<file path="config.mk">
export PLATFORM = sky130hd
export DESIGN_NAME = ringtone_note_parser_flat
export DESIGN_NICKNAME = d
export VERILOG_FILES = /design/src/rtl/rtnp_pkg.sv /design/src/rtl/rtnp_ifs.sv /design/src/rtl/rtnp_divider.sv /design/src/rtl/ringtone_note_parser.sv /design/src/flat_wrapper.sv
export VERILOG_INCLUDE_DIRS = /design/src /design/src/rtl
export SDC_FILE = /design/constraint.sdc
export NUM_CORES = 1
export LEC_CHECK = 0
export BUFFER_PORTS_ARGS = -buffer_cell sky130_fd_sc_hd__buf_2
export CORE_MARGIN = 2
export CORE_UTILIZATION = 61
export DETAILED_ROUTE_END_ITERATION = 16
export GPL_TIMING_DRIVEN = 0
export PLACE_DENSITY = 0.89
export SLEW_MARGIN = 30
export SYNTH_ARGS = -nofsm -noshare
export SYNTH_HDL_FRONTEND = slang
export SYNTH_SLANG_ARGS = --single-unit
export TNS_END_PERCENT = 50
</file>
<file path="constraint.sdc">
create_clock -name clk -period 7.1 [get_ports clk]
set_input_delay 1.065 -clock clk [delete_from_list [all_inputs] [get_ports clk]]
set_output_delay 1.065 -clock clk [all_outputs]
set_load 0.02 [all_outputs]
</file>
<file path="src/rtl/ringtone_note_parser_macros.svh">
// Assertion macros shared by the ringtone note parser modules.
`ifndef RINGTONE_NOTE_PARSER_MACROS_SVH
`define RINGTONE_NOTE_PARSER_MACROS_SVH

// Same-cycle implication, sampled on clk and disabled while rst_n is low.
`define RTNP_ASSERT_IMP(label, ante, cons, msg) \
    label: assert property (@(posedge clk) disable iff (!rst_n) (ante) |-> (cons)) \
        else $error(msg);

// Next-cycle implication, sampled on clk and disabled while rst_n is low.
`define RTNP_ASSERT_NXT(label, ante, cons, msg) \
    label: assert property (@(posedge clk) disable iff (!rst_n) (ante) |=> (cons)) \
        else $error(msg);

`endif

</file>
<file path="src/rtl/rtnp_pkg.sv">
// Types, constants and tables of the ringtone note parser.
package rtnp_pkg;

    localparam int NOTE_CHARS_DEF = 6;

    localparam int CH_W       = 8;
    localparam int STATUS_W   = 2;
    localparam int TONE_W     = 4;
    localparam int OCT_W      = 4;
    localparam int DUR_W      = 8;
    localparam int TEMPO_W    = 10;
    localparam int IV_W       = 19;
    localparam int FREQ_W     = 14;
    localparam int TB_W       = 12;
    localparam int FSH_W      = 21;
    localparam int DIV_W      = 18;
    localparam int DVSR_W     = 10;
    localparam int CFG_IDX_W  = 2;
    localparam int CFG_DATA_W = 10;

    localparam logic [CFG_IDX_W-1:0] CFG_DEF_DUR = 2'd0;
    localparam logic [CFG_IDX_W-1:0] CFG_DEF_OCT = 2'd1;
    localparam logic [CFG_IDX_W-1:0] CFG_TEMPO   = 2'd2;

    localparam logic [DUR_W-1:0]   DEF_DUR_RST = 8'd4;
    localparam logic [OCT_W-1:0]   DEF_OCT_RST = 4'd6;
    localparam logic [TEMPO_W-1:0] TEMPO_RST   = 10'd63;

    localparam logic [DUR_W-1:0]  DUR_MAX    = 8'd255;
    localparam logic [OCT_W-1:0]  OCT_MAX    = 4'd9;
    localparam logic [TONE_W-1:0] TONE_PAUSE = 4'd12;
    localparam logic [DIV_W-1:0]  MS_PER_MIN = 18'd60000;

    localparam logic [CH_W-1:0] CHR_COMMA = 8'h2C;
    localparam logic [CH_W-1:0] CHR_SPACE = 8'h20;
    localparam logic [CH_W-1:0] CHR_HASH  = 8'h23;
    localparam logic [CH_W-1:0] CHR_DOT   = 8'h2E;
    localparam logic [CH_W-1:0] CHR_0     = 8'h30;
    localparam logic [CH_W-1:0] CHR_9     = 8'h39;
    localparam logic [CH_W-1:0] CHR_A     = 8'h61;
    localparam logic [CH_W-1:0] CHR_B     = 8'h62;
    localparam logic [CH_W-1:0] CHR_C     = 8'h63;
    localparam logic [CH_W-1:0] CHR_D     = 8'h64;
    localparam logic [CH_W-1:0] CHR_E     = 8'h65;
    localparam logic [CH_W-1:0] CHR_F     = 8'h66;
    localparam logic [CH_W-1:0] CHR_G     = 8'h67;
    localparam logic [CH_W-1:0] CHR_P     = 8'h70;

    typedef enum logic [STATUS_W-1:0] {
        ST_OK,
        ST_EMPTY,
        ST_ZERO_DUR,
        ST_ENDED
    } status_t;

    typedef enum logic [3:0] {
        S_IDLE,
        S_DUR,
        S_TONE,
        S_SHARP,
        S_DOT,
        S_OCT,
        S_DIV1,
        S_DIV2,
        S_FIN
    } state_t;

    typedef struct packed {
        logic              valid;
        logic [TONE_W-1:0] tone;
        logic              sharpable;
    } letter_t;

    typedef struct packed {
        logic              start;
        logic [DIV_W-1:0]  dividend;
        logic [DVSR_W-1:0] divisor;
    } div_req_t;

    typedef struct packed {
        logic             done;
        logic [DIV_W-1:0] quotient;
    } div_rsp_t;

    // Base pitch in 1/256 Hz, lowest octave, before the octave shift.
    function automatic logic [TB_W-1:0] tone_base(input logic [TONE_W-1:0] t);
        logic [TB_W-1:0] r;
        case (t)
            4'd0:    r = 12'd2093;
            4'd1:    r = 12'd2217;
            4'd2:    r = 12'd2349;
            4'd3:    r = 12'd2489;
            4'd4:    r = 12'd2637;
            4'd5:    r = 12'd2794;
            4'd6:    r = 12'd2960;
            4'd7:    r = 12'd3136;
            4'd8:    r = 12'd3322;
            4'd9:    r = 12'd3520;
            4'd10:   r = 12'd3729;
            4'd11:   r = 12'd3951;
            default: r = '0;
        endcase
        return r;
    endfunction

    function automatic letter_t decode_letter(input logic [CH_W-1:0] c);
        letter_t r;
        r = '0;
        case (c)
            CHR_C:   r = '{valid: 1'b1, tone: 4'd0,  sharpable: 1'b1};
            CHR_D:   r = '{valid: 1'b1, tone: 4'd2,  sharpable: 1'b1};
            CHR_E:   r = '{valid: 1'b1, tone: 4'd4,  sharpable: 1'b0};
            CHR_F:   r = '{valid: 1'b1, tone: 4'd5,  sharpable: 1'b1};
            CHR_G:   r = '{valid: 1'b1, tone: 4'd7,  sharpable: 1'b1};
            CHR_A:   r = '{valid: 1'b1, tone: 4'd9,  sharpable: 1'b1};
            CHR_B:   r = '{valid: 1'b1, tone: 4'd11, sharpable: 1'b0};
            CHR_P:   r = '{valid: 1'b1, tone: TONE_PAUSE, sharpable: 1'b0};
            default: r = '0;
        endcase
        return r;
    endfunction

endpackage

</file>
<file path="src/rtl/rtnp_ifs.sv">
// Valid/ready channel interfaces for characters in and notes out.
interface rtnp_char_if;
    logic                      valid;
    logic                      ready;
    logic [rtnp_pkg::CH_W-1:0] ch;
    logic                      end_of_melody;

    modport source (output valid, output ch, output end_of_melody, input ready);
    modport sink (input valid, input ch, input end_of_melody, output ready);
endinterface

interface rtnp_note_if;
    logic                          valid;
    logic                          ready;
    logic [rtnp_pkg::STATUS_W-1:0] status;
    logic [rtnp_pkg::TONE_W-1:0]   tone_index;
    logic [rtnp_pkg::OCT_W-1:0]    octave;
    logic [rtnp_pkg::DUR_W-1:0]    duration_div;
    logic                          dotted;
    logic [rtnp_pkg::IV_W-1:0]     interval_ms;
    logic [rtnp_pkg::FREQ_W-1:0]   frequency_hz;

    modport source (
        output valid, output status, output tone_index, output octave,
        output duration_div, output dotted, output interval_ms, output frequency_hz,
        input ready
    );
    modport sink (
        input valid, input status, input tone_index, input octave,
        input duration_div, input dotted, input interval_ms, input frequency_hz,
        output ready
    );
endinterface

</file>
<file path="src/rtl/rtnp_divider.sv">
// Restoring divider that produces one quotient bit per cycle.
`include "ringtone_note_parser_macros.svh"

module rtnp_divider (
    input  logic               clk,
    input  logic               rst_n,
    input  rtnp_pkg::div_req_t req,
    output rtnp_pkg::div_rsp_t rsp
);
    import rtnp_pkg::*;

    localparam int CNT_W = $clog2(DIV_W + 1);

    logic              busy_reg, busy_next;
    logic              done_reg, done_next;
    logic [CNT_W-1:0]  cnt_reg, cnt_next;
    logic [DVSR_W-1:0] rem_reg, rem_next;
    logic [DIV_W-1:0]  quo_reg, quo_next;
    logic [DVSR_W-1:0] dvs_reg, dvs_next;

    logic [DVSR_W:0]   rem_sh;
    logic [DVSR_W:0]   diff;
    logic              fits;

    always_comb
    begin
        // The dividend shifts out of the top of quo_reg as quotient bits enter below.
        rem_sh = {rem_reg, quo_reg[DIV_W-1]};
        diff   = rem_sh - {1'b0, dvs_reg};
        fits   = rem_sh >= {1'b0, dvs_reg};

        busy_next = busy_reg;
        done_next = 1'b0;
        cnt_next  = cnt_reg;
        rem_next  = rem_reg;
        quo_next  = quo_reg;
        dvs_next  = dvs_reg;

        if (req.start)
        begin
            busy_next = 1'b1;
            cnt_next  = CNT_W'(DIV_W);
            rem_next  = '0;
            quo_next  = req.dividend;
            dvs_next  = req.divisor;
        end
        else if (busy_reg)
        begin
            rem_next = fits ? diff[DVSR_W-1:0] : rem_sh[DVSR_W-1:0];
            quo_next = {quo_reg[DIV_W-2:0], fits};
            cnt_next = cnt_reg - 1'b1;
            if (cnt_reg == CNT_W'(1))
            begin
                busy_next = 1'b0;
                done_next = 1'b1;
            end
        end
    end

    always_ff @(posedge clk or negedge rst_n)
    begin
        if (!rst_n)
        begin
            busy_reg <= 1'b0;
            done_reg <= 1'b0;
            cnt_reg  <= '0;
        end
        else
        begin
            busy_reg <= busy_next;
            done_reg <= done_next;
            cnt_reg  <= cnt_next;
        end
    end

    always_ff @(posedge clk)
    begin
        rem_reg <= rem_next;
        quo_reg <= quo_next;
        dvs_reg <= dvs_next;
    end

    assign rsp.done     = done_reg;
    assign rsp.quotient = quo_reg;

    `RTNP_ASSERT_IMP(a_start_idle, req.start, !busy_reg, "divider started while busy")
    `RTNP_ASSERT_NXT(a_done_pulse, done_reg, !done_reg, "divider done held longer than a cycle")
    `RTNP_ASSERT_IMP(a_rem_below, busy_reg && dvs_reg != '0, rem_reg < dvs_reg,
        "partial remainder not below divisor")

endmodule

</file>
<file path="src/rtl/ringtone_note_parser.sv">
// Ringtone note parser: buffers note characters and emits one parsed note per closing comma or end_of_melody.
//
// Characters are taken one word per cycle while the parser is idle. A comma, or a
// character marked end_of_melody, starts parsing: the sequencer walks the buffered
// characters in order (duration digits, tone letter, sharp, dot, octave digits), then
// the shared radix-2 divider computes 60000/tempo and then the whole-note time divided
// by the duration. A note with zero duration, an empty note and an end without a note
// skip the divider. The finished note sits in an output register, so the parser takes
// further characters while it waits to be read.
`include "ringtone_note_parser_macros.svh"

module ringtone_note_parser #(
    parameter int NOTE_CHARS = rtnp_pkg::NOTE_CHARS_DEF
) (
    input  logic                              clk,
    input  logic                              rst_n,
    rtnp_char_if.sink                         char_in,
    rtnp_note_if.source                       note_out,
    input  logic                              wr_en,
    input  logic [rtnp_pkg::CFG_IDX_W-1:0]    wr_index,
    input  logic [rtnp_pkg::CFG_DATA_W-1:0]   wr_data
);
    import rtnp_pkg::*;

    localparam int CW    = $clog2(NOTE_CHARS + 1);
    localparam int IW    = $clog2(NOTE_CHARS);
    localparam int ACC_W = DUR_W + 4;

    // Configuration
    logic [DUR_W-1:0]   def_dur_reg;
    logic [OCT_W-1:0]   def_oct_reg;
    logic [TEMPO_W-1:0] tempo_reg;

    // Character buffer and control
    logic [CH_W-1:0]    note_chars_reg [NOTE_CHARS];
    logic [CW-1:0]      cnt_reg, cnt_next;
    logic [CW-1:0]      cnt_after;
    logic               buf_we;
    state_t             state_reg, state_next;
    logic [TONE_W-1:0]  last_tone_reg, last_tone_next;

    // Parse working registers
    logic [CW-1:0]      pos_reg, pos_next;
    logic [DUR_W-1:0]   acc_reg, acc_next;
    logic               found_reg, found_next;
    logic [DUR_W-1:0]   dur_reg, dur_next;
    logic [TONE_W-1:0]  tone_reg, tone_next;
    logic               sharp_ok_reg, sharp_ok_next;
    logic               dotted_reg, dotted_next;
    logic [OCT_W-1:0]   oct_reg, oct_next;
    logic [IV_W-1:0]    iv_reg, iv_next;
    logic [FREQ_W-1:0]  freq_reg, freq_next;
    status_t            status_reg, status_next;

    // Output register
    logic               out_valid_reg, out_valid_next;
    logic               load_out;
    status_t            out_status_reg;
    logic [TONE_W-1:0]  out_tone_reg;
    logic [OCT_W-1:0]   out_oct_reg;
    logic [DUR_W-1:0]   out_dur_reg;
    logic               out_dotted_reg;
    logic [IV_W-1:0]    out_iv_reg;
    logic [FREQ_W-1:0]  out_freq_reg;

    // Combinational helpers
    logic [CH_W-1:0]    cur_ch;
    logic               have_ch;
    logic               is_digit;
    logic [ACC_W-1:0]   acc_x10;
    logic [ACC_W-1:0]   acc_limit;
    logic [ACC_W-1:0]   acc_sat;
    letter_t            letter;
    logic [OCT_W-1:0]   oct_final;
    logic [FSH_W-1:0]   freq_shifted;
    logic [FSH_W-1:0]   freq_rounded;
    logic [TEMPO_W-1:0] tempo_eff;
    div_req_t           div_req;
    div_rsp_t           div_rsp;

    rtnp_divider u_div (
        .clk   (clk),
        .rst_n (rst_n),
        .req   (div_req),
        .rsp   (div_rsp)
    );

    always_comb
    begin
        cur_ch   = note_chars_reg[pos_reg[IW-1:0]];
        have_ch  = pos_reg < cnt_reg;
        is_digit = cur_ch inside {[CHR_0:CHR_9]};

        // Shared decimal accumulator: acc*10 + digit, clamped to the field limit.
        acc_x10 = ({{(ACC_W-DUR_W){1'b0}}, acc_reg} << 3)
                + ({{(ACC_W-DUR_W){1'b0}}, acc_reg} << 1)
                + {{(ACC_W-4){1'b0}}, cur_ch[3:0]};
        acc_limit = (state_reg == S_DUR) ? {{(ACC_W-DUR_W){1'b0}}, DUR_MAX}
                                         : {{(ACC_W-OCT_W){1'b0}}, OCT_MAX};
        acc_sat = (acc_x10 > acc_limit) ? acc_limit : acc_x10;

        letter = decode_letter(cur_ch);

        if (found_reg)
            oct_final = acc_reg[OCT_W-1:0];
        else if (def_oct_reg > OCT_MAX)
            oct_final = OCT_MAX;
        else
            oct_final = def_oct_reg;

        freq_shifted = {{(FSH_W-TB_W){1'b0}}, tone_base(tone_reg)} << oct_final;
        freq_rounded = freq_shifted + FSH_W'(128);

        tempo_eff = (tempo_reg == '0) ? TEMPO_W'(1) : tempo_reg;
    end

    always_comb
    begin
        state_next     = state_reg;
        cnt_next       = cnt_reg;
        cnt_after      = cnt_reg;
        buf_we         = 1'b0;
        last_tone_next = last_tone_reg;
        pos_next       = pos_reg;
        acc_next       = acc_reg;
        found_next     = found_reg;
        dur_next       = dur_reg;
        tone_next      = tone_reg;
        sharp_ok_next  = sharp_ok_reg;
        dotted_next    = dotted_reg;
        oct_next       = oct_reg;
        iv_next        = iv_reg;
        freq_next      = freq_reg;
        status_next    = status_reg;
        out_valid_next = out_valid_reg && !note_out.ready;
        load_out       = 1'b0;
        div_req        = '0;
        char_in.ready  = 1'b0;

        case (state_reg)
            S_IDLE:
            begin
                char_in.ready = 1'b1;
                if (char_in.valid)
                begin
                    if (char_in.ch != CHR_COMMA
                        && !(cnt_reg == '0 && char_in.ch == CHR_SPACE)
                        && cnt_reg < NOTE_CHARS)
                    begin
                        buf_we    = 1'b1;
                        cnt_after = cnt_reg + 1'b1;
                    end
                    cnt_next = cnt_after;
                    // A comma on an empty buffer emits nothing unless it ends the melody.
                    if ((char_in.ch == CHR_COMMA || char_in.end_of_melody)
                        && (cnt_after != '0 || char_in.end_of_melody))
                    begin
                        pos_next   = '0;
                        acc_next   = '0;
                        found_next = 1'b0;
                        if (cnt_after == '0)
                        begin
                            status_next = ST_ENDED;
                            dur_next    = '0;
                            tone_next   = '0;
                            dotted_next = 1'b0;
                            oct_next    = '0;
                            iv_next     = '0;
                            freq_next   = '0;
                            state_next  = S_FIN;
                        end
                        else
                            state_next = S_DUR;
                    end
                end
            end

            S_DUR:
            begin
                if (have_ch && is_digit)
                begin
                    acc_next   = acc_sat[DUR_W-1:0];
                    found_next = 1'b1;
                    pos_next   = pos_reg + 1'b1;
                end
                else if (!have_ch)
                begin
                    // Only digits in the note: everything but the status reads zero.
                    status_next = ST_EMPTY;
                    dur_next    = '0;
                    tone_next   = '0;
                    dotted_next = 1'b0;
                    oct_next    = '0;
                    iv_next     = '0;
                    freq_next   = '0;
                    state_next  = S_FIN;
                end
                else
                begin
                    dur_next    = found_reg ? acc_reg : def_dur_reg;
                    dotted_next = 1'b0;
                    acc_next    = '0;
                    found_next  = 1'b0;
                    state_next  = S_TONE;
                end
            end

            S_TONE:
            begin
                if (letter.valid)
                begin
                    tone_next     = letter.tone;
                    sharp_ok_next = letter.sharpable;
                    pos_next      = pos_reg + 1'b1;
                    state_next    = S_SHARP;
                end
                else
                begin
                    // An unknown letter keeps the previous tone and is not consumed.
                    tone_next  = last_tone_reg;
                    state_next = S_DOT;
                end
            end

            S_SHARP:
            begin
                if (have_ch && cur_ch == CHR_HASH)
                begin
                    if (sharp_ok_reg)
                        tone_next = tone_reg + 1'b1;
                    pos_next = pos_reg + 1'b1;
                end
                state_next = S_DOT;
            end

            S_DOT:
            begin
                if (have_ch && cur_ch == CHR_DOT)
                begin
                    dotted_next = 1'b1;
                    pos_next    = pos_reg + 1'b1;
                end
                state_next = S_OCT;
            end

            S_OCT:
            begin
                if (have_ch && is_digit)
                begin
                    acc_next   = acc_sat[DUR_W-1:0];
                    found_next = 1'b1;
                    pos_next   = pos_reg + 1'b1;
                end
                else
                begin
                    oct_next       = oct_final;
                    last_tone_next = tone_reg;
                    freq_next      = (tone_reg >= TONE_PAUSE) ? '0
                                                              : FREQ_W'(freq_rounded >> 8);
                    if (dur_reg == '0)
                    begin
                        status_next = ST_ZERO_DUR;
                        iv_next     = '0;
                        state_next  = S_FIN;
                    end
                    else
                    begin
                        status_next      = ST_OK;
                        div_req.start    = 1'b1;
                        div_req.dividend = MS_PER_MIN;
                        div_req.divisor  = tempo_eff;
                        state_next       = S_DIV1;
                    end
                end
            end

            S_DIV1:
            begin
                if (div_rsp.done)
                begin
                    // Whole-note time is four beats.
                    div_req.start    = 1'b1;
                    div_req.dividend = {div_rsp.quotient[DIV_W-3:0], 2'b00};
                    div_req.divisor  = {{(DVSR_W-DUR_W){1'b0}}, dur_reg};
                    state_next       = S_DIV2;
                end
            end

            S_DIV2:
            begin
                if (div_rsp.done)
                begin
                    iv_next = {1'b0, div_rsp.quotient}
                            + (dotted_reg ? {2'b00, div_rsp.quotient[DIV_W-1:1]} : '0);
                    state_next = S_FIN;
                end
            end

            S_FIN:
            begin
                if (!out_valid_reg || note_out.ready)
                begin
                    load_out       = 1'b1;
                    out_valid_next = 1'b1;
                    cnt_next       = '0;
                    state_next     = S_IDLE;
                end
            end

            default:
            begin
                state_next = S_IDLE;
            end
        endcase
    end

    always_ff @(posedge clk or negedge rst_n)
    begin
        if (!rst_n)
        begin
            state_reg     <= S_IDLE;
            cnt_reg       <= '0;
            last_tone_reg <= '0;
            out_valid_reg <= 1'b0;
            def_dur_reg   <= DEF_DUR_RST;
            def_oct_reg   <= DEF_OCT_RST;
            tempo_reg     <= TEMPO_RST;
        end
        else
        begin
            state_reg     <= state_next;
            cnt_reg       <= cnt_next;
            last_tone_reg <= last_tone_next;
            out_valid_reg <= out_valid_next;
            if (wr_en)
            begin
                case (wr_index)
                    CFG_DEF_DUR: def_dur_reg <= wr_data[DUR_W-1:0];
                    CFG_DEF_OCT: def_oct_reg <= wr_data[OCT_W-1:0];
                    CFG_TEMPO:   tempo_reg   <= wr_data[TEMPO_W-1:0];
                    default:     ;
                endcase
            end
        end
    end

    always_ff @(posedge clk)
    begin
        if (buf_we)
            note_chars_reg[cnt_reg[IW-1:0]] <= char_in.ch;
        pos_reg      <= pos_next;
        acc_reg      <= acc_next;
        found_reg    <= found_next;
        dur_reg      <= dur_next;
        tone_reg     <= tone_next;
        sharp_ok_reg <= sharp_ok_next;
        dotted_reg   <= dotted_next;
        oct_reg      <= oct_next;
        iv_reg       <= iv_next;
        freq_reg     <= freq_next;
        status_reg   <= status_next;
        if (load_out)
        begin
            out_status_reg <= status_reg;
            out_tone_reg   <= tone_reg;
            out_oct_reg    <= oct_reg;
            out_dur_reg    <= dur_reg;
            out_dotted_reg <= dotted_reg;
            out_iv_reg     <= iv_reg;
            out_freq_reg   <= freq_reg;
        end
    end

    assign note_out.valid        = out_valid_reg;
    assign note_out.status       = out_status_reg;
    assign note_out.tone_index   = out_tone_reg;
    assign note_out.octave       = out_oct_reg;
    assign note_out.duration_div = out_dur_reg;
    assign note_out.dotted       = out_dotted_reg;
    assign note_out.interval_ms  = out_iv_reg;
    assign note_out.frequency_hz = out_freq_reg;

    `RTNP_ASSERT_IMP(a_cnt_bound, 1'b1, cnt_reg <= NOTE_CHARS, "character count past buffer depth")
    `RTNP_ASSERT_IMP(a_zero_interval, out_valid_reg && out_status_reg == ST_ZERO_DUR,
        out_iv_reg == '0, "zero-duration note with nonzero interval")
    `RTNP_ASSERT_IMP(a_no_note_zero,
        out_valid_reg && (out_status_reg == ST_EMPTY || out_status_reg == ST_ENDED),
        out_iv_reg == '0 && out_freq_reg == '0 && out_dur_reg == '0,
        "note fields not cleared for a missing note")
    `RTNP_ASSERT_IMP(a_div_dur, state_reg == S_DIV1 || state_reg == S_DIV2, dur_reg != '0,
        "division entered with zero duration")

endmodule

</file>
<file path="src/flat_wrapper.sv">
// flat-port wrapper written by rule: the top's interface ports become plain ports
module ringtone_note_parser_flat import rtnp_pkg::*;
#(
    parameter int NOTE_CHARS = rtnp_pkg::NOTE_CHARS_DEF
)
  (clk, rst_n, wr_en, wr_index, wr_data, char_in_valid, char_in_ch, char_in_end_of_melody, char_in_ready, note_out_valid, note_out_status, note_out_tone_index, note_out_octave, note_out_duration_div, note_out_dotted, note_out_interval_ms, note_out_frequency_hz, note_out_ready);
  rtnp_char_if char_in_i ();
  rtnp_note_if note_out_i ();
  input  logic clk;
  input  logic rst_n;
  input  logic wr_en;
  input  logic [rtnp_pkg::CFG_IDX_W-1:0] wr_index;
  input  logic [rtnp_pkg::CFG_DATA_W-1:0] wr_data;
  input wire logic [$bits(char_in_i.valid)-1:0] char_in_valid;
  input wire logic [$bits(char_in_i.ch)-1:0] char_in_ch;
  input wire logic [$bits(char_in_i.end_of_melody)-1:0] char_in_end_of_melody;
  output wire logic [$bits(char_in_i.ready)-1:0] char_in_ready;
  output wire logic [$bits(note_out_i.valid)-1:0] note_out_valid;
  output wire logic [$bits(note_out_i.status)-1:0] note_out_status;
  output wire logic [$bits(note_out_i.tone_index)-1:0] note_out_tone_index;
  output wire logic [$bits(note_out_i.octave)-1:0] note_out_octave;
  output wire logic [$bits(note_out_i.duration_div)-1:0] note_out_duration_div;
  output wire logic [$bits(note_out_i.dotted)-1:0] note_out_dotted;
  output wire logic [$bits(note_out_i.interval_ms)-1:0] note_out_interval_ms;
  output wire logic [$bits(note_out_i.frequency_hz)-1:0] note_out_frequency_hz;
  input wire logic [$bits(note_out_i.ready)-1:0] note_out_ready;
  assign char_in_i.valid = char_in_valid;
  assign char_in_i.ch = char_in_ch;
  assign char_in_i.end_of_melody = char_in_end_of_melody;
  assign char_in_ready = char_in_i.ready;
  assign note_out_valid = note_out_i.valid;
  assign note_out_status = note_out_i.status;
  assign note_out_tone_index = note_out_i.tone_index;
  assign note_out_octave = note_out_i.octave;
  assign note_out_duration_div = note_out_i.duration_div;
  assign note_out_dotted = note_out_i.dotted;
  assign note_out_interval_ms = note_out_i.interval_ms;
  assign note_out_frequency_hz = note_out_i.frequency_hz;
  assign note_out_i.ready = note_out_ready;
  ringtone_note_parser #(.NOTE_CHARS(NOTE_CHARS)) u_core (.clk(clk), .rst_n(rst_n), .char_in(char_in_i), .note_out(note_out_i), .wr_en(wr_en), .wr_index(wr_index), .wr_data(wr_data));
endmodule
</file>
# --- After elaboration in Yosys (flattened, before gate mapping) ---
# Memory sizes are Yosys's and may differ from the RTL's. A register that Yosys moved wholly into a read port is not among the register bits.
# Index checks and enable logic that the tools add are counted.
totals:
  register_bits: 196
  ram_bits: 48
  rom_bits: 192
  input_bits: 26
  output_inout_bits: 54
  wordCells: 258
  memories: 2
memory_table:
  columns: ["name", "depth", "word_bits", "read_ports", "rd_ports_with_merged_regs", "wr", "line_no", "source"]
  rows:
  - ["(name not given)", 16, 12, 1, 1, 0, "rtnp_pkg.sv:88", "case (t)"]
  - ["u_core.note_chars_reg", 6, 8, 1, 1, 1, "ringtone_note_parser.sv:35", "logic [CH_W-1:0] note_chars_reg [NOTE_CHARS];"]
classes:
  add_sub_neg: 9
  order_cmp: 8
  n_eq_ne: 41
  shifts: 1
  muxes: 120
  n_bitwise: 1
  n_reduce_logical: 45
op_table:
  columns: ["operator", "n"]
  rows:
  - ["two-way mux 19 bit", 8]
  - ["two-way mux 8 bit", 13]
  - ["two-way mux 4 bit", 22]
  - ["two-way mux 29 bit", 3]
  - ["two-way mux 14 bit", 6]
  - ["case mux 19 bit (4 select lines)", 1]
  - ["== test 8 x 7 -> 1 bit, second input constant", 8]
  - ["case mux 29 bit (2 select lines)", 1]
  - ["case mux 6 bit (8 select lines)", 1]
  - ["case mux 14 bit (3 select lines)", 1]
  - ["two-way mux 3 bit", 13]
  - ["two-way mux 18 bit", 2]
  - ["case mux 4 bit (9 select lines)", 1]
  - ["== test 8 x 6 -> 1 bit, second input constant", 4]
  - ["two-way mux 1 bit", 26]
  - ["case mux 8 bit (3 select lines)", 1]
  - ["adder 21 x 8 -> 21 bit, second input constant", 1]
  - ["AND reduction 7 bit", 3]
  - ["left shift 12 x 4 -> 21 bit", 1]
  - ["two-way mux 10 bit", 2]
  - ["!= test 2 x 1 -> 1 bit, second input constant", 10]
  - ["adder 18 x 19 -> 19 bit", 1]
  - ["two-way mux 17 bit", 1]
  - ["== test 4 x 3 -> 1 bit, second input constant", 4]
  - ["53 further kinds", 91]

# --- Logic depth before layout (Yosys ltp) ---
logic_depth:
  depth_word: 15
  mapped_depth: 20
  ltp_nobuf: 19

# --- Hierarchy ---
# Synthesis repeated with hierarchy kept, for this count alone.
unflattened:
  hier_cells: 1177
  area_unflattened_um2: 13609.3
by_module_without_submodules:
  columns: ["mod", "n_inst", "cells_per_inst", "area_each_um2", "seq_area_each_um2"]
  rows:
  - ["ringtone_note_parser", 1, 981, 11254.5, 6057.1]
  - ["rtnp_divider", 1, 196, 2354.8, 1216.2]

# --- Least setup slack after synthesis ---
# OpenSTA, ideal clock, no wires.
synth_path:
  kind: "input port to flip-flop"
  from: "input char_in_ch[1]"
  to: "register u_core.freq_reg[0], enable pin"
  setup_time_ps: 499
  t_arrival_ps: 6211
  t_required_ps: 6601
  setup_slack_ps: 389
  cell_stages: 7
  path_buffers: 0
  cell_sequence: "or4b_2 > a2111oi_4 > mux2i_1 > a21oi_1 > o21a_1 > or2_2 > a2111oi_0"
synth_between:
  elab_chain_len: 13
  elab_cells_between_ends: 18
  classes_between: "eq/ne (5); mux (3); reduce/logical (10)"
synth_lines:
  columns: ["element", "line_no", "source"]
  rows:
  - ["start: declaration", "flat_wrapper.sv:15", "input wire logic [$bits(char_in_i.ch)-1:0] char_in_ch;"]
  - ["== test 8 x 6 -> 1 bit", "ringtone_note_parser.sv:147", "&& !(cnt_reg == '0 && char_in.ch == CHR_SPACE)"]
  - ["logical AND 1 bit", "ringtone_note_parser.sv:147", null]
  - ["logical NOT 1 bit", "ringtone_note_parser.sv:147", null]
  - ["logical AND 1 bit", "ringtone_note_parser.sv:147", null]
  - ["logical AND 1 bit", "ringtone_note_parser.sv:148", "&& cnt_reg < NOTE_CHARS)"]
  - ["two-way mux 3 bit", "ringtone_note_parser.sv:146", "if (char_in.ch != CHR_COMMA"]
  - ["two-way mux 3 bit", "ringtone_note_parser.sv:144", "if (char_in.valid)"]
  - ["two-way mux 3 bit", "ringtone_note_parser.sv:140", "case (state_reg)"]
  - ["nonzero test 3 bit", "ringtone_note_parser.sv:156", "&& (cnt_after != '0 || char_in.end_of_melody))"]
  - ["logical OR 1 bit", "ringtone_note_parser.sv:156", null]
  - ["logical AND 1 bit", "ringtone_note_parser.sv:156", null]
  - ["!= test 2 x 1 -> 1 bit (no source line)", null, null]
  - ["AND reduction 7 bit (no source line) (*)", null, null]
  - ["end signal: assignment", "ringtone_note_parser.sv:360", "freq_reg <= freq_next;"]
  - ["end: declaration", "ringtone_note_parser.sv:52", "logic [FREQ_W-1:0] freq_reg, freq_next;"]
# Mark *: on every way between the ends. The rest lies on a longest branch, timed or not. The select of a mux whose other input is x is not followed.
# A chain may end at the register's enable or synchronous reset.

==> flow_summary.rst <==
.. list-table::
   :header-rows: 1

   * - Metric
     - Value
   * - Maximum net fanout on the critical path
     - 10
   * - Post-DR wirelength/cell
     - 19.0 um
   * - Antenna Violating Nets Remaining
     - 0
   * - Die area
     - 23000 um^2
   * - Most frequent cell after synthesis
     - sky130_fd_sc_hd__edfxtp_1
   * - DRC errors left
     - 0
   * - Number of core rows
     - 54
   * - DRT iter0 DRCs
     - 785
   * - Part of the cycle the worst path needs
     - 80.8%
   * - Resized Gates After CTS
     - 0
   * - Starting utilization of the core area
     - between 60% and 70%
   * - Clock tree from TritonCTS
     - done
   * - Setup repair bufs after CTS
     - 0
   * - Nets in the synthesized netlist
     - approximately 1300
   * - Worst voltage drop across the vdd grid
     - 0.310 mV
   * - Count of cells along the worst hold path
     - 0
   * - CTS HTree Levels
     - 1
   * - Data arrival at the endpoint of the critical path
     - 6.14 ns
   * - Number of global-route vias before repair
     - a little under 10000
   * - Post-CTS Hold Fix Bufs
     - 0
   * - Fraction of final layout cells sized beyond drive strength 1
     - 17.3%
   * - Remaining max-slew budget at the tightest pin
     - 33.4%
   * - Input/output buffers
     - 78
   * - Post-synth EDFFs
     - ~190
   * - Detailed Route WL
     - approximately 30000 um
   * - Setup repair after global routing missed its margin
     - false
   * - Element type at the critical path start
     - register
   * - Portion of the post-synthesis area used by sequential elements
     - 54.6%
   * - Worst setup slack for register-to-register paths
     - 1.36 ns
   * - Final Hold Fails
     - 0
   * - Final Instance Count excl. Fillers
     - 1586
   * - Area Growth Syn to Fin
     - 12.9%
   * - Gp weighted congestion
     - 0.962
   * - CP Class
     - register to register
   * - Number of different library cells in the post-synthesis netlist
     - 81
   * - Critical path endpoint category
     - register
   * - Maximum buffer depth of the clock tree
     - 3
   * - Min-Delay Endpoint
     - u_core.note_out.frequency_hz[7]$_DFFE_PP_
   * - Outcome
     - complete, no violations
   * - Via density per instance
     - 6.20
   * - Transition time at the pin with the least slew margin
     - 0.984 ns
   * - Post-synth ARST share
     - about 16%
   * - HP Start
     - u_core.freq_reg[7]$_SDFFCE_PP0P_
   * - Fillers
     - 1536
   * - Critical R2R Capture
     - u_core.acc_reg[2]$_DFFE_PP_
   * - Top cell types by occurrence after synthesis
     - 191 x sky130_fd_sc_hd__edfxtp_1, 120 x sky130_fd_sc_hd__nor2_1, 87 x sky130_fd_sc_hd__nand2_1, 61 x sky130_fd_sc_hd__ha_1, 59 x sky130_fd_sc_hd__a21oi_1
   * - Final setup skew
     - approximately 0.023 ns
   * - Die Wd
     - around 150 um
   * - Post-DP HPWL
     - around 22000 um
   * - Share of the synthesized area in the top cell type
     - 43.1%
   * - Final count of pins violating max slew
     - 0
   * - Aggregate global routing overflow
     - 0
   * - Share of the core filled with cells
     - 69.5%
   * - Number of flip-flops under the largest register name
     - 48
   * - DP Cell Count
     - 1538
   * - Slowest-stage cell, CP
     - sky130_fd_sc_hd__mux4_2
   * - Die boundary height
     - 152 um
   * - Post-Route Hold Slack
     - 0.412 ns
   * - YS warnings
     - 0
   * - Clock root buffer
     - sky130_fd_sc_hd__clkbuf_16
   * - Worst-case reg-to-reg path depth
     - 19
   * - Max stage delay on crit path
     - a little under 0.6 ns
   * - Synthesized netlist cell count
     - 1171
   * - Mean cell area of the mapped netlist
     - 11.4 um^2
   * - Peak clock frequency supported by timing
     - 174 MHz
   * - Max-cap violations
     - 0
   * - Number of top-level pins
     - 80
   * - Path category of the worst min-delay check
     - register to register
   * - Cell Area, Synth
     - between 10000 and 15000 um^2
   * - Min Clock Period, post-route
     - 5.74 ns
   * - Source-to-sink clock delay at the later pin of the worst-skew pair
     - 0.54 ns
   * - Placeable core region
     - 21600 um^2
   * - Biggest area contributors in the synthesized netlist
     - sky130_fd_sc_hd__edfxtp_1 43%, sky130_fd_sc_hd__dfrtp_1 6.0%, sky130_fd_sc_hd__ha_1 5.7%
   * - P_leak
     - 5.85 nW
   * - Critical path data required time
     - 7.50 ns
   * - Biggest area consumer among synthesized cells
     - sky130_fd_sc_hd__edfxtp_1
   * - Clock Sinks
     - 257
   * - Final setup violating endpoints
     - 0
   * - Number of antenna violations at the first check in global routing
     - 1
   * - Number of synthesized register bits
     - 257
   * - Number of iterations in the first detailed-routing pass
     - 5
   * - Ordered cell list for the critical path
     - buf_2 -> mux2_2 -> mux4_2 -> fa_1 -> ha_1 -> a21o_1 -> a21oi_1 -> o21bai_1 -> a21oi_1 -> xnor2_1 -> ha_1 -> nand3_1 -> nor2_1 -> a221oi_1 -> a41oi_1 -> a2111oi_0 -> o311ai_2 -> o22a_1 -> nor2_1
   * - Detailed-route via count
     - 9837
   * - First-pass GRT wire length
     - 47900 um
   * - Maximum number of pins on one net before global-route repair
     - 42
   * - Total negative slack
     - 0 ns
   * - Most used DFF post-synth
     - sky130_fd_sc_hd__edfxtp_1
   * - Total clock buffers created by CTS
     - 26
   * - Clock slew at the register clock pins of the worst setup and hold paths
     - 0.06 ns
   * - Ratio of total power to cell area
     - approximately 530 nW/um^2
   * - Final layout net count
     - 1377
   * - Overall Global Routing Usage
     - 26.4%
kinds of logic (layout without fill, tap and decap cells):
logic type / after synthesis / count (layout) / share of synthesized area, %
adder cells (fa/ha/maj): 65 / 65 / 6.34
XOR/XNOR: 36 / 36 / 2.37
other: 1 / 2 / 0.0282
flip-flops: 257 / 257 / 54.6
multiplexers: 80 / 80 / 6.81
buffers and inverters: 98 / 232 / 3.05
AND/OR/NAND/NOR: 384 / 384 / 13.9
AO/OA/AOI/OAI: 250 / 250 / 12.8
through the flow:
step / worst slack, ns / power [mW] / instance area, um^2
6_report: 1.36 / 7.95 / 15000
4_1_cts: 1.39 / 7.89 / 15000
3_5_place_dp: 1.48 / 6.54 / 14200
3_3_place_gp: -1.54 / 6.29 / 14100
5_1_grt: 0.982 / 8.48 / 15000
2_1_floorplan: 0.389 / 5.52 / 13300
where the power goes:
| part | switching, mW | internal, mW | leakage, nW |
|---|---|---|---|
| clock | 0.557 | 0.743 | 0.401 |
| combinational | 2.43 | 1.60 | 2.96 |
| sequential | 0.319 | 2.30 | 2.49 |
layout by cell type, fill, tap and decap left out, types with 38 or more instances in the layout:
master	n
sky130_fd_sc_hd__nand2_1	87
sky130_fd_sc_hd__clkbuf_1	38
sky130_fd_sc_hd__edfxtp_1	191
sky130_fd_sc_hd__o21ai_0	49
sky130_fd_sc_hd__a21oi_1	59
sky130_fd_sc_hd__mux2_2	41
sky130_fd_sc_hd__inv_1	50
sky130_fd_sc_hd__ha_1	61
sky130_fd_sc_hd__buf_2	93
sky130_fd_sc_hd__nor2_1	118
worst max-delay path: cells and delay by family (launching register included):
kind / cells / cell delay (ns)
muxes: 2 / 0.97
DFF: 1 / 0.38
buffers and inverters: 1 / 0.30
adders and majority gates: 3 / 1.15
AOI/OAI and AO/OA: 9 / 2.31
and+or+nand+nor: 3 / 0.28
xor gates and xnor gates: 1 / 0.19
cell type report:
| cell class | count | area [um^2] | area share, % |
|---|---|---|---|
| flip-flops and latches | 257 | 7270 | 48.4 |
| multi-input cells | 816 | 5700 | 37.9 |
| clock buffers | 39 | 762 | 5.07 |
| repair buffers | 87 | 492 | 3.27 |
| well taps | 280 | 350 | 2.33 |
| inverters | 53 | 204 | 1.36 |
| plain buffers | 45 | 203 | 1.35 |
| clock inverters | 8 | 51.3 | 0.341 |
| diodes | 1 | 2.50 | 0.0166 |
per-layer routing:
layer	track usage, %	part of all wire [%]	vias to the layer above
li1	-	-	4578
met1	32.9	39	4743
met2	47.0	51	437
met3	4.19	7.3	79
met4	8.98	3.0	0
met5	0	0	-
worst max path at each step:
stage / from / cells after the start / slack [ns] / to
after floorplan: char_in_ch[1] / 7 / 0.39 / u_core.freq_reg[0]$_SDFFCE_PP0P_
after global placement: char_in_ch[1] / 8 / -1.54 / u_core.oct_reg[0]$_SDFFCE_PN0P_
after detailed placement: register / 19 / 1.48 / u_core.acc_reg[2]$_DFFE_PP_
after CTS: register / 16 / 1.39 / u_core.acc_reg[2]$_DFFE_PP_
after global routing: register / 19 / 0.98 / u_core.acc_reg[6]$_DFFE_PP_
final: register / 19 / 1.36 / u_core.acc_reg[2]$_DFFE_PP_
(Power assumes the default switching activity.)
